File: src/tftp_pkg.sv
package tftp_pkg;
    localparam int SESSIONS_DEF = 16;
    localparam int BLOCK_BYTES_DEF = 512;
    localparam logic [7:0] TIMEOUT_RESET = 8'd5;

    localparam logic [15:0] OP_RRQ = 16'd1;
    localparam logic [15:0] OP_WRQ = 16'd2;
    localparam logic [15:0] OP_DATA = 16'd3;
    localparam logic [15:0] OP_ACK = 16'd4;
    localparam logic [15:0] OP_ERROR = 16'd5;

    localparam logic [1:0] ACT_DATA = 2'd0;
    localparam logic [1:0] ACT_ACK = 2'd1;
    localparam logic [1:0] ACT_ERROR = 2'd2;
    localparam logic [1:0] ACT_CLOSED = 2'd3;

    localparam logic [1:0] KIND_FREE = 2'd0;
    localparam logic [1:0] KIND_READ = 2'd1;
    localparam logic [1:0] KIND_WRITE = 2'd2;

    typedef enum logic [2:0] {
        ST_IDLE,
        ST_TICK,
        ST_SCAN,
        ST_DECIDE,
        ST_EMIT
    } state_t;
endpackage

File: src/tftp_server_session_engine.sv
// channel   direction  handshake               payload
// s_        in         s_valid / s_ready       request fields, mode selects packet or tick
// m_        out        m_valid / m_ready       one action per result, m_last on the final one
// cfg       in         cfg_we / cfg_wdata      idle timeout in seconds
// a request scans the table one entry per cycle through a shared compare unit,
// then a decision state; results leave one per accepted output cycle,
// and s_ready stays low until the last result of the request is taken.
// a tick scans the table one entry per cycle, stalling while a close result is not taken.
// aresetn is synchronous; it frees every session and sets the timeout to 5.
module tftp_server_session_engine #(
    parameter int SESSIONS = tftp_pkg::SESSIONS_DEF,
    parameter int BLOCK_BYTES = tftp_pkg::BLOCK_BYTES_DEF
) (
    input  logic        aclk,
    input  logic        aresetn,
    input  logic        cfg_we,
    input  logic [7:0]  cfg_wdata,
    input  logic        s_valid,
    output logic        s_ready,
    input  logic        s_mode,
    input  logic        s_to_main_port,
    input  logic [31:0] s_client_ip,
    input  logic [15:0] s_client_port,
    input  logic [15:0] s_opcode,
    input  logic [15:0] s_block_number,
    input  logic [9:0]  s_packet_length,
    input  logic        s_file_ok,
    input  logic [9:0]  s_next_data_length,
    input  logic [31:0] s_now_seconds,
    output logic        m_valid,
    input  logic        m_ready,
    output logic [3:0]  m_session_index,
    output logic [1:0]  m_action,
    output logic [15:0] m_out_block,
    output logic [9:0]  m_out_data_length,
    output logic        m_error_kind,
    output logic        m_via_main_port,
    output logic        m_last
);
    import tftp_pkg::*;

    localparam int IW = (SESSIONS > 1) ? $clog2(SESSIONS) : 1;
    localparam int CW = $clog2(SESSIONS + 1);
    localparam logic [CW-1:0] LAST_IDX = CW'(SESSIONS - 1);
    localparam logic [10:0] BB11 = (BLOCK_BYTES > 1023) ? 11'd1024 : 11'(BLOCK_BYTES);

    state_t state_reg, state_next;

    logic [7:0]  timeout_reg;
    logic [1:0]  kind_reg [SESSIONS];
    logic [31:0] addr_reg [SESSIONS];
    logic [15:0] port_reg [SESSIONS];
    logic [15:0] blk_reg [SESSIONS];
    logic [9:0]  len_reg [SESSIONS];
    logic [31:0] time_reg [SESSIONS];

    logic        main_reg, fok_reg;
    logic [31:0] ip_reg, now_reg;
    logic [15:0] cport_reg, op_reg, bn_reg;
    logic [9:0]  plen_reg, nlen_reg;

    logic [CW-1:0] idx_reg, idx_next;
    logic          hit_reg, hit_next, free_reg, free_next;
    logic [IW-1:0] hidx_reg, hidx_next, fidx_reg, fidx_next;
    logic [3:0]    cnt_reg, cnt_next;
    logic [1:0]    nres_reg, nres_next;
    logic [1:0]    ridx_reg, ridx_next;

    logic [3:0]  r0_idx, r1_idx;
    logic [1:0]  r0_act, r1_act;
    logic [15:0] r0_blk_reg;
    logic [9:0]  r0_len_reg;
    logic        r0_err_reg, r0_main_reg;
    logic [3:0]  ridx_s_reg;
    logic [1:0]  r0_act_reg;

    logic [IW-1:0] cur;
    logic          match, expired;
    logic [9:0]    nlen_c;

    assign cur = idx_reg[IW-1:0];
    assign match = (kind_reg[cur] != KIND_FREE) && (addr_reg[cur] == ip_reg)
        && (port_reg[cur] == cport_reg);
    assign expired = (kind_reg[cur] != KIND_FREE)
        && ((now_reg - time_reg[cur]) > {24'd0, timeout_reg});
    assign nlen_c = ({1'b0, s_next_data_length} < BB11) ? s_next_data_length : BB11[9:0];

    // decision over the located session
    logic [IW-1:0] hs;
    logic [1:0]    hk;
    logic [15:0]   hb, hb1;
    logic [9:0]    hl;
    logic          dec_write;
    logic [1:0]    dec_kind;
    logic [15:0]   dec_blk;
    logic [9:0]    dec_len;
    logic          dec_time;
    logic [1:0]    dec_n;
    logic [1:0]    a0;
    logic [15:0]   b0;
    logic [9:0]    l0;
    logic          e0, mp0;
    logic [3:0]    i0;
    logic          is_req, do_open;
    logic [IW-1:0] wsel;

    assign hs = hidx_reg;
    assign hk = kind_reg[hs];
    assign hb = blk_reg[hs];
    assign hb1 = hb + 16'd1;
    assign hl = len_reg[hs];
    assign is_req = (op_reg == OP_RRQ) || (op_reg == OP_WRQ);

    always_comb begin
        dec_write = 1'b0;
        dec_kind = hk;
        dec_blk = hb;
        dec_len = hl;
        dec_time = 1'b0;
        dec_n = 2'd0;
        a0 = ACT_CLOSED;
        b0 = 16'd0;
        l0 = 10'd0;
        e0 = 1'b0;
        mp0 = 1'b0;
        i0 = 4'(hs);
        do_open = 1'b0;
        wsel = hs;
        if (main_reg) begin
            i0 = 4'd0;
            if (is_req) begin
                if (!hit_reg) begin
                    dec_n = 2'd1;
                    if (!free_reg) begin
                        a0 = ACT_ERROR;
                        mp0 = 1'b1;
                    end else if (!fok_reg) begin
                        a0 = ACT_CLOSED;
                        i0 = 4'(fidx_reg);
                    end else begin
                        do_open = 1'b1;
                        wsel = fidx_reg;
                        i0 = 4'(fidx_reg);
                        dec_write = 1'b1;
                        dec_time = 1'b1;
                        if (op_reg == OP_RRQ) begin
                            dec_kind = KIND_READ;
                            dec_blk = 16'd1;
                            dec_len = nlen_reg;
                            a0 = ACT_DATA;
                            b0 = 16'd1;
                            l0 = nlen_reg;
                        end else begin
                            dec_kind = KIND_WRITE;
                            dec_blk = 16'd0;
                            dec_len = 10'd0;
                            a0 = ACT_ACK;
                        end
                    end
                end
            end else begin
                dec_n = 2'd1;
                a0 = ACT_ERROR;
                e0 = 1'b1;
                mp0 = 1'b1;
            end
        end else if (hit_reg) begin
            if (op_reg == OP_DATA) begin
                if (hk != KIND_WRITE) begin
                    dec_n = 2'd1;
                    a0 = ACT_ERROR;
                    e0 = 1'b1;
                end else if (plen_reg >= 10'd4) begin
                    if (bn_reg == hb1) begin
                        dec_write = 1'b1;
                        dec_time = 1'b1;
                        dec_blk = bn_reg;
                        a0 = ACT_ACK;
                        b0 = bn_reg;
                        dec_n = 2'd1;
                        if ({1'b0, plen_reg - 10'd4} < BB11) begin
                            dec_kind = KIND_FREE;
                            dec_n = 2'd2;
                        end
                    end else if (bn_reg == hb) begin
                        dec_n = 2'd1;
                        a0 = ACT_ACK;
                        b0 = bn_reg;
                    end
                end
            end else if (op_reg == OP_ACK) begin
                if (hk != KIND_READ) begin
                    dec_n = 2'd1;
                    a0 = ACT_ERROR;
                    e0 = 1'b1;
                end else if (bn_reg == hb) begin
                    dec_n = 2'd1;
                    dec_write = 1'b1;
                    if ({1'b0, hl} < BB11) begin
                        dec_kind = KIND_FREE;
                    end else begin
                        dec_blk = hb1;
                        dec_len = nlen_reg;
                        dec_time = 1'b1;
                        a0 = ACT_DATA;
                        b0 = hb1;
                        l0 = nlen_reg;
                    end
                end
            end else if (op_reg == OP_ERROR) begin
                dec_n = 2'd1;
                dec_write = 1'b1;
                dec_kind = KIND_FREE;
            end else begin
                dec_n = 2'd1;
                a0 = ACT_ERROR;
                e0 = 1'b1;
            end
        end
    end

    assign r0_idx = ridx_s_reg;
    assign r1_idx = ridx_s_reg;
    assign r0_act = r0_act_reg;
    assign r1_act = ACT_CLOSED;

    // next state
    always_comb begin
        state_next = state_reg;
        unique case (state_reg)
            ST_IDLE: begin
                if (s_valid) begin
                    state_next = s_mode ? ST_TICK : ST_SCAN;
                end
            end
            ST_TICK: begin
                if (idx_reg > LAST_IDX) begin
                    state_next = ST_IDLE;
                end else if (expired && !(m_valid && !m_ready)) begin
                    state_next = ST_TICK;
                end
            end
            ST_SCAN: begin
                if (idx_reg == LAST_IDX) begin
                    state_next = ST_DECIDE;
                end
            end
            ST_DECIDE: begin
                state_next = (dec_n == 2'd0) ? ST_IDLE : ST_EMIT;
            end
            ST_EMIT: begin
                if (m_ready && (ridx_reg + 2'd1 == nres_reg)) begin
                    state_next = ST_IDLE;
                end
            end
            default: state_next = ST_IDLE;
        endcase
    end

    // counters and flags
    always_comb begin
        idx_next = idx_reg;
        hit_next = hit_reg;
        free_next = free_reg;
        hidx_next = hidx_reg;
        fidx_next = fidx_reg;
        cnt_next = cnt_reg;
        nres_next = nres_reg;
        ridx_next = ridx_reg;
        unique case (state_reg)
            ST_IDLE: begin
                idx_next = '0;
                hit_next = 1'b0;
                free_next = 1'b0;
                cnt_next = 4'd0;
                ridx_next = 2'd0;
            end
            ST_TICK: begin
                if (idx_reg <= LAST_IDX && !(m_valid && !m_ready)) begin
                    idx_next = idx_reg + CW'(1);
                end
            end
            ST_SCAN: begin
                idx_next = idx_reg + CW'(1);
                if (match && !hit_reg) begin
                    hit_next = 1'b1;
                    hidx_next = cur;
                end
                if (kind_reg[cur] == KIND_FREE && !free_reg) begin
                    free_next = 1'b1;
                    fidx_next = cur;
                end
            end
            ST_DECIDE: begin
                nres_next = dec_n;
                ridx_next = 2'd0;
            end
            ST_EMIT: begin
                if (m_ready) begin
                    ridx_next = ridx_reg + 2'd1;
                end
            end
            default: ;
        endcase
    end

    // the tick scan stops after the sixteenth close; m_last must also mark the
    // final close found, so the tick looks ahead over the remaining entries
    logic tick_more;
    always_comb begin
        tick_more = 1'b0;
        for (int j = 0; j < SESSIONS; j++) begin
            if (CW'(j) > idx_reg && kind_reg[j] != KIND_FREE
                && ((now_reg - time_reg[j]) > {24'd0, timeout_reg})) begin
                tick_more = 1'b1;
            end
        end
    end

    // outputs
    always_comb begin
        s_ready = (state_reg == ST_IDLE);
        m_valid = 1'b0;
        m_session_index = r0_idx;
        m_action = r0_act;
        m_out_block = r0_blk_reg;
        m_out_data_length = r0_len_reg;
        m_error_kind = r0_err_reg;
        m_via_main_port = r0_main_reg;
        m_last = 1'b0;
        unique case (state_reg)
            ST_EMIT: begin
                m_valid = 1'b1;
                if (ridx_reg == 2'd1) begin
                    m_session_index = r1_idx;
                    m_action = r1_act;
                    m_out_block = 16'd0;
                end
                m_last = (ridx_reg + 2'd1 == nres_reg);
            end
            ST_TICK: begin
                m_valid = (idx_reg <= LAST_IDX) && expired;
                m_session_index = 4'(cur);
                m_action = ACT_CLOSED;
                m_out_block = 16'd0;
                m_out_data_length = 10'd0;
                m_error_kind = 1'b0;
                m_via_main_port = 1'b0;
                m_last = (cnt_reg == 4'd15) || !tick_more;
            end
            default: ;
        endcase
    end

    logic tick_fire, tick_end;
    assign tick_fire = (state_reg == ST_TICK) && m_valid && m_ready;
    assign tick_end = tick_fire && (!tick_more || cnt_reg == 4'd15);

    always_ff @(posedge aclk) begin
        if (!aresetn) begin
            state_reg <= ST_IDLE;
            timeout_reg <= TIMEOUT_RESET;
            idx_reg <= '0;
            hit_reg <= 1'b0;
            free_reg <= 1'b0;
            cnt_reg <= 4'd0;
            nres_reg <= 2'd0;
            ridx_reg <= 2'd0;
            for (int j = 0; j < SESSIONS; j++) begin
                kind_reg[j] <= KIND_FREE;
            end
        end else begin
            state_reg <= tick_end ? ST_IDLE : state_next;
            idx_reg <= idx_next;
            hit_reg <= hit_next;
            free_reg <= free_next;
            hidx_reg <= hidx_next;
            fidx_reg <= fidx_next;
            cnt_reg <= tick_fire ? cnt_reg + 4'd1 : cnt_next;
            nres_reg <= nres_next;
            ridx_reg <= ridx_next;
            if (cfg_we) begin
                timeout_reg <= cfg_wdata;
            end
            if (tick_fire) begin
                kind_reg[cur] <= KIND_FREE;
            end
            if (state_reg == ST_DECIDE && dec_write) begin
                kind_reg[wsel] <= dec_kind;
            end
        end
    end

    always_ff @(posedge aclk) begin
        if (state_reg == ST_IDLE && s_valid) begin
            main_reg <= s_to_main_port;
            ip_reg <= s_client_ip;
            cport_reg <= s_client_port;
            op_reg <= s_opcode;
            bn_reg <= s_block_number;
            plen_reg <= s_packet_length;
            fok_reg <= s_file_ok;
            nlen_reg <= nlen_c;
            now_reg <= s_now_seconds;
        end
        if (state_reg == ST_DECIDE) begin
            ridx_s_reg <= i0;
            r0_act_reg <= a0;
            r0_blk_reg <= b0;
            r0_len_reg <= l0;
            r0_err_reg <= e0;
            r0_main_reg <= mp0;
            if (dec_write) begin
                blk_reg[wsel] <= dec_blk;
                len_reg[wsel] <= dec_len;
                if (dec_time) begin
                    time_reg[wsel] <= now_reg;
                end
                if (do_open) begin
                    addr_reg[wsel] <= ip_reg;
                    port_reg[wsel] <= cport_reg;
                end
            end
        end
        if (state_reg == ST_EMIT && m_ready && ridx_reg == 2'd0) begin
            r0_blk_reg <= 16'd0;
            r0_len_reg <= 10'd0;
            r0_err_reg <= 1'b0;
            r0_main_reg <= 1'b0;
        end
    end
endmodule

File: config.mk
export PLATFORM = sky130hd
export DESIGN_NAME = tftp_server_session_engine
export DESIGN_NICKNAME = d
export VERILOG_FILES = /design/src/tftp_pkg.sv /design/src/tftp_server_session_engine.sv
export SDC_FILE = /design/constraint.sdc
export NUM_CORES = 2
export LEC_CHECK = 0
export BUFFER_PORTS_ARGS = -buffer_cell sky130_fd_sc_hd__buf_2
export CAP_MARGIN = 20
export CELL_PAD_IN_SITES_DETAIL_PLACEMENT = 0
export CELL_PAD_IN_SITES_GLOBAL_PLACEMENT = 1
export CORE_ASPECT_RATIO = 0.75
export CORE_MARGIN = 1.5
export CORE_UTILIZATION = 30
export CTS_CLUSTER_SIZE = 16
export DETAILED_ROUTE_END_ITERATION = 6
export PLACE_DENSITY = 0.57
export SLEW_MARGIN = 10
export SYNTH_ARGS = -nofsm -noshare
export SYNTH_HDL_FRONTEND = slang
export SYNTH_SLANG_ARGS = --single-unit
export TNS_END_PERCENT = 100
File: constraint.sdc
create_clock -name aclk -period 34 [get_ports aclk]
set_input_delay 10.2 -clock aclk [delete_from_list [all_inputs] [get_ports aclk]]
set_output_delay 10.2 -clock aclk [all_outputs]
set_load 0.02 [all_outputs]
---- Word-level counts from Yosys, hierarchy flattened ----
Memories as Yosys holds them, arrays and structs flattened. A register that Yosys moved wholly into a read port is not among the register bits.
Index checks and enable logic that the tools add are counted.
operators by class
  equality and inequality tests ........... 27
  bitwise operators ....................... 1
  mux-type cells .......................... 221
  magnitude comparators ................... 39
  reduce and logical (&&, ||, !) cells .... 92
  add/sub/neg operators ................... 22
operator list
  operator               count
  $gt 32x8->1            17
  $sub 32x32->32         17
  $mux 16                26
  $mux 10                24
  $mux 4                 25
  $mux 2                 47
  $mux 1                 83
  $logic_and 1x1->1      49
  $eq 16x16->1           3
  $gt 4x5->1 const A     8
  $reduce_bool 2->1      20
  $eq 16x2->1 const B    2
  $eq 16x3->1 const B    2
  $eq 32x32->1           1
  $pmux 16 s2            1
  $lt 10x10->1 const B   3
  $gt 3x5->1 const A     4
  $mux 3                 6
  $add 16x1->16 const B  1
  $eq 16x1->1 const B    1
  $ne 2x2->1 const B     8
  $pmux 3 s5             1
  $pmux 5 s3             1
  $ge 10x3->1 const B    1
  30 further kinds       51
word-level totals
  input bits .............................. 148
  logic and storage cells ................. 433
  bits in writable memories ............... 1728
  memories ................................ 6
  output and inout bits ................... 37
  flip-flop bits (word level) ............. 202
memory list
  name      words  width  rd ports  clocked after Yosys merged registers in  wr ports  line                              source
  addr_reg  16     32     1         1                                        1         tftp_server_session_engine.sv:51  logic [31:0] addr_reg [SESSIONS];
  time_reg  16     32     17        1                                        1         tftp_server_session_engine.sv:55  logic [31:0] time_reg [SESSIONS];
  blk_reg   16     16     1         1                                        1         tftp_server_session_engine.sv:53  logic [15:0] blk_reg [SESSIONS];
  port_reg  16     16     1         1                                        1         tftp_server_session_engine.sv:52  logic [15:0] port_reg [SESSIONS];
  len_reg   16     10     1         1                                        1         tftp_server_session_engine.sv:54  logic [9:0] len_reg [SESSIONS];
  kind_reg  16     2      18        2                                        16        tftp_server_session_engine.sv:50  logic [1:0] kind_reg [SESSIONS];

---- Depth between registers and ports, before layout ----
An unclocked memory read counts as a cell.
  depth in word-level cells ............... 24
  gate-level depth with buffers ........... 32
  gate-level depth less buffers ........... 24

---- Worst setup path before layout ----
OpenSTA, ideal clock, no wires.
  path type ............................... register -> output
  start ................................... register (tool-made name)
  end ..................................... output port m_valid
  stages on the path, launching flop included .. 30
  arrival time ............................ 7731 ps
  path slack .............................. 16069 ps
  required time ........................... 23800 ps
  cells stage by stage .................... dfxtp_1 buf_2 buf_2 clkbuf_1 buf_1 clkbuf_1 clkbuf_1 buf_1 mux4_2 mux4_2 inv_1 ha_1 nor2b_1 o21a_1 o21ai_0 a21oi_1 nor2_1 xnor2_1 ha_1 a21oi_1 nor2b_1 o21ai_0 nand2b_1 o22a_1 nor4_1 o2111ai_1 a2111o_1 or4_1 o41ai_1 o21bai_1
RTL lines
  element           line                              source
  end: declaration  tftp_server_session_engine.sv:30  output logic m_valid,

---- Worst setup path after layout ----
  start ................................... register now_reg[0]
  end ..................................... output port m_last
between the ends
  word-level cells in the longest chain between the ends .. 22
ends and longest elaborated chain
  element                   line                               source
  start: declaration        tftp_server_session_engine.sv:58   logic [31:0] ip_reg, now_reg;
  start signal: assignment  tftp_server_session_engine.sv:404  now_reg <= s_now_seconds;
  $sub 32x32->32            tftp_server_session_engine.sv:314  && ((now_reg - time_reg[j]) > {24'd0, timeout_reg})) begin
  $gt 32x8->1               tftp_server_session_engine.sv:314
  $logic_and 1x1->1         tftp_server_session_engine.sv:314
  $mux 1 (15 in a row)      tftp_server_session_engine.sv:313  if (CW'(j) > idx_reg && kind_reg[j] != KIND_FREE
  $mux 1 (*)                tftp_server_session_engine.sv:313
  $logic_not 1->1 (*)       tftp_server_session_engine.sv:349  m_last = (cnt_reg == 4'd15) || !tick_more;
  $logic_or 1x1->1 (*)      tftp_server_session_engine.sv:349
  $pmux 1 s2 (*)            tftp_server_session_engine.sv:331  unique case (state_reg)
  end: declaration          tftp_server_session_engine.sv:38   output logic m_last
Mark *: on every way between the ends. The rest lies on a longest branch, timed or not.

==> summary.txt <==
Timing
  – Final-report max-slew violation count: 0
  – Slew margin rel.: 25.4%
  – Setup violations, final: 0
  – Final Hold Vio Count: 0
  – Peak Freq: 51.0 MHz
  – Setup TNS: 0 ns
  – Tmin final: 19.61 ns
  – Worst-Margin Slew: 1.12 ns
  – Clock Skew: 0.114 ns
  – Final worst-path setup slack: 14.39 ns
  – RSZ-0062 raised after global routing: false
  – Final period util: 57.7%

Clock network
  – CTS Buf Count: 200
  – Clock Latency Late Sink: 0.90 ns
  – CTS tree: yes
  – Clock sink count: 1792
  – CTS Hold Buffers Added: 0
  – # Post-CTS Setup Buffers: 0
  – CTS H-tree depth: 4
  – Clk buf depth: 4
  – Clock transition at path regs: 0.06 ns
  – Post-CTS Resized: 0
  – Root Buffer: clkbuf_16

Die
  – Row Count: 189
  – Die height: 521 µm
  – Core Region: 355000 µm²
  – Full die area: 361000 µm²
  – Die Span X: 694 µm
  – Initial Utilization: 30.2%
  – I/O Pins: 185

Yosys
  – Post-synth ARST share: 0%
  – Post-synthesis adder-cell area fraction: 8.15%
  – Ys Warns: 0
  – Post-Syn Area: 107000 µm²
  – Synth Area in XOR/XNOR: 2.98%
  – Yosys cell types: 97
  – Seq/Total Area, Yosys: 49.6%
  – Post-synthesis compound-gate area fraction: 13.4%
  – Post-Syn Instances: 9003
  – Simple-Gate Fraction of Synth Area: 10.6%
  – Yosys reg bits: 1792
  – Synth Area per Inst: 11.9 µm²
  – Largest family of logic cells by synthesized area: compound AO/OA/AOI/OAI gates
  – Prevailing post-synth register cell: edfxtp_1
  – Post-synthesis mux area share: 11.4%
  – Post-synth net total: 9840
  – Post-synth EDFFs: 1730

Hold path
  – Worst min-delay path class: reg -> reg

GRT
  – Initial antenna violation count: 43
  – All-Layer GR Usage: 20.6%
  – Vias in the first global route: 76300
  – M2 GR Usage: 31.4%
  – Met3 track demand over resource: 3.07%
  – Total gr overflow: 0
  – Met1 Use GR: 30.5%
  – Gr busiest metal: met2
  – First-pass GRT wire length: 548 mm
  – Largest net degree at the start of global routing: 84

Worst setup path
  – WS Path Type: reg -> out
  – CP required: 23.80 ns
  – CP startpoint kind: flip-flop
  – CP Capture Type: output pin
  – Worst-path fanout max: 17
  – Worst path arrival time: 9.41 ns

Final layout
  – Area growth from synthesis to layout: 12.7%
  – Cell area after layout: 121000 µm²
  – Nets: 10100
  – Share of cells above drive strength 1: 14.0%

Route
  – Starting DRT DRC Count: 8614
  – DR vias: 79100
  – DRC: 1
  – Routed WL: 384 mm
  – Via density: 5.62
  – TritonRoute pass-1 iters: 7
  – WL/cell: 27.3 µm
  – Routed Antenna Nets: 0

Pwr
  – LEAKAGE: 43.1 nW
  – Maximum VDD drop: 0.0612 mV
  – Pwr dens: 58.7 nW/µm²

Place
  – Area after DPL: 115000 µm²
  – Hpwl dp: 273 mm
  – Port Buffers: 182
  – Pre-CTS WS: 15.44 ns
  – Final Wtd Congestion: 0.922

Outcome
  – Failing checks: DRC
  – Outcome: complete, but fails checks

Flow run
  – Max Cap Viol: 0
[power by group]
part           leakage [nW]  total [W]  internal (W)  switching [W]
clock                  3.02    0.00212       0.00120       0.000924
combinational          23.9    0.00233      0.000885        0.00145
sequential             16.2    0.00264       0.00255      0.0000900
[cell usage after synthesis, drive strengths merged (22+ instances only)]
library cell / n / area, µm²
o31ai: 42 / 315
o21ai: 396 / 1980
or4: 27 / 206
o221ai: 25 / 219
ha: 672 / 8410
a211o: 35 / 307
o22ai: 47 / 294
a21o: 186 / 1400
or3: 50 / 313
xnor2: 226 / 1980
nor4: 72 / 465
and2: 62 / 388
edfxtp: 1730 / 51900
o21a: 112 / 841
nor3: 176 / 886
or2: 33 / 206
nand2: 545 / 2050
dfxtp: 62 / 1240
nor2b: 99 / 619
xor2: 137 / 1200
o21bai: 55 / 413
a2111oi: 50 / 438
and3: 82 / 513
buf: 73 / 369
o211ai: 81 / 608
inv: 733 / 2750
nor2: 573 / 2170
mux2i: 78 / 822
nand2b: 76 / 483
nand3: 192 / 961
nand4: 188 / 1180
clkbuf: 260 / 976
a211oi: 85 / 638
mux4: 497 / 11200
a31oi: 78 / 488
o2111ai: 37 / 324
a21boi: 33 / 248
nor3b: 22 / 165
a22oi: 40 / 300
a21oi: 658 / 3290
[cell usage in the layout, fill, tap and decap left out, types with 192 or more instances in the layout]
master     instances
a21oi_1          658
clkbuf_16        203
edfxtp_1        1730
ha_1             672
inv_1            732
mux4_2           497
nand2_1          545
nand3_1          192
nor2_1           528
o21ai_0          390
xnor2_1          226
[worst max-delay path: stages, from the launching register on]
cell	delay (ns)
edfxtp_1	0.91
inv_1	0.61
ha_1	0.43
fa_1	0.44
nor2b_1	0.21
o2111ai_1	0.24
a21boi_0	0.47
nor2_1	0.12
ha_1	0.31
nand4_1	0.10
o21ai_0	0.41
o21ai_0	0.16
or4_1	0.53
a2111oi_0	0.53
nand4_1	0.19
nor4_1	0.41
nand4_1	0.63
a21oi_1	0.57
and4_1	0.26
nand4_1	0.40
o21ai_0	0.35
buf_2	0.27
[layer usage]
metal / vias up / wire length, µm / part of all wire [%]
li1: 35400 / - / -
met1: 40500 / 179000 / 47
met2: 2823 / 169000 / 44
met3: 424 / 26100 / 6.8
met4: 6 / 10300 / 2.7
met5: - / 45 / 0.012
[cell families (layout without fill, tap and decap cells)]
kind of cell | Yosys count | after routing
adders and majority gates | 689 | 689
buffers and inverters | 1068 | 1449
xor gates and xnor gates | 364 | 364
muxes | 596 | 596
DFF | 1792 | 1792
AOI/OAI and AO/OA | 2206 | 2206
other | 0 | 14
and+or+nand+nor | 2288 | 2288
[area by class of cell]
cell class,instances,area [µm²]
fillers,35000,234000
well taps,4679,5850
inverters,735,2760
diodes,14,35.0
flip-flops and latches,1792,53200
multi-input cells,6143,50400
clock inverters,110,1000
repair buffers,363,2430
clock buffers,241,5220
[path summary, 6_finish.rpt]
check / to / slack (ns) / startpoint / depth (start not counted)
setup reg to reg: flip-flop / 25.11 / flip-flop / 28
hold / removal: r0_main_reg$_SDFFE_PP0P_ / 0.46 / r0_main_reg$_SDFFE_PP0P_ / 2
setup / recovery: m_last / 14.39 / now_reg[0]$_DFFE_PP_ / 21
hold reg to reg: r0_main_reg$_SDFFE_PP0P_ / 0.46 / r0_main_reg$_SDFFE_PP0P_ / 2
[through the flow]
| step | instances | util (%) | total power, W | hold slack (ns) |
|---|---|---|---|---|
| floorplan | 9003 | - | 0.00421 | 0.427 |
| global placement | 13700 | 32.3 | 0.00498 | 0.439 |
| detailed placement | 13700 | 32.3 | 0.00499 | 0.448 |
| CTS | 14100 | 34.0 | 0.00713 | 0.465 |
| global route | 14100 | 34.1 | 0.00743 | 0.490 |
| finish | 14100 | 34.1 | 0.00709 | 0.459 |
No activity file was read; power rests on OpenSTA's default activity.
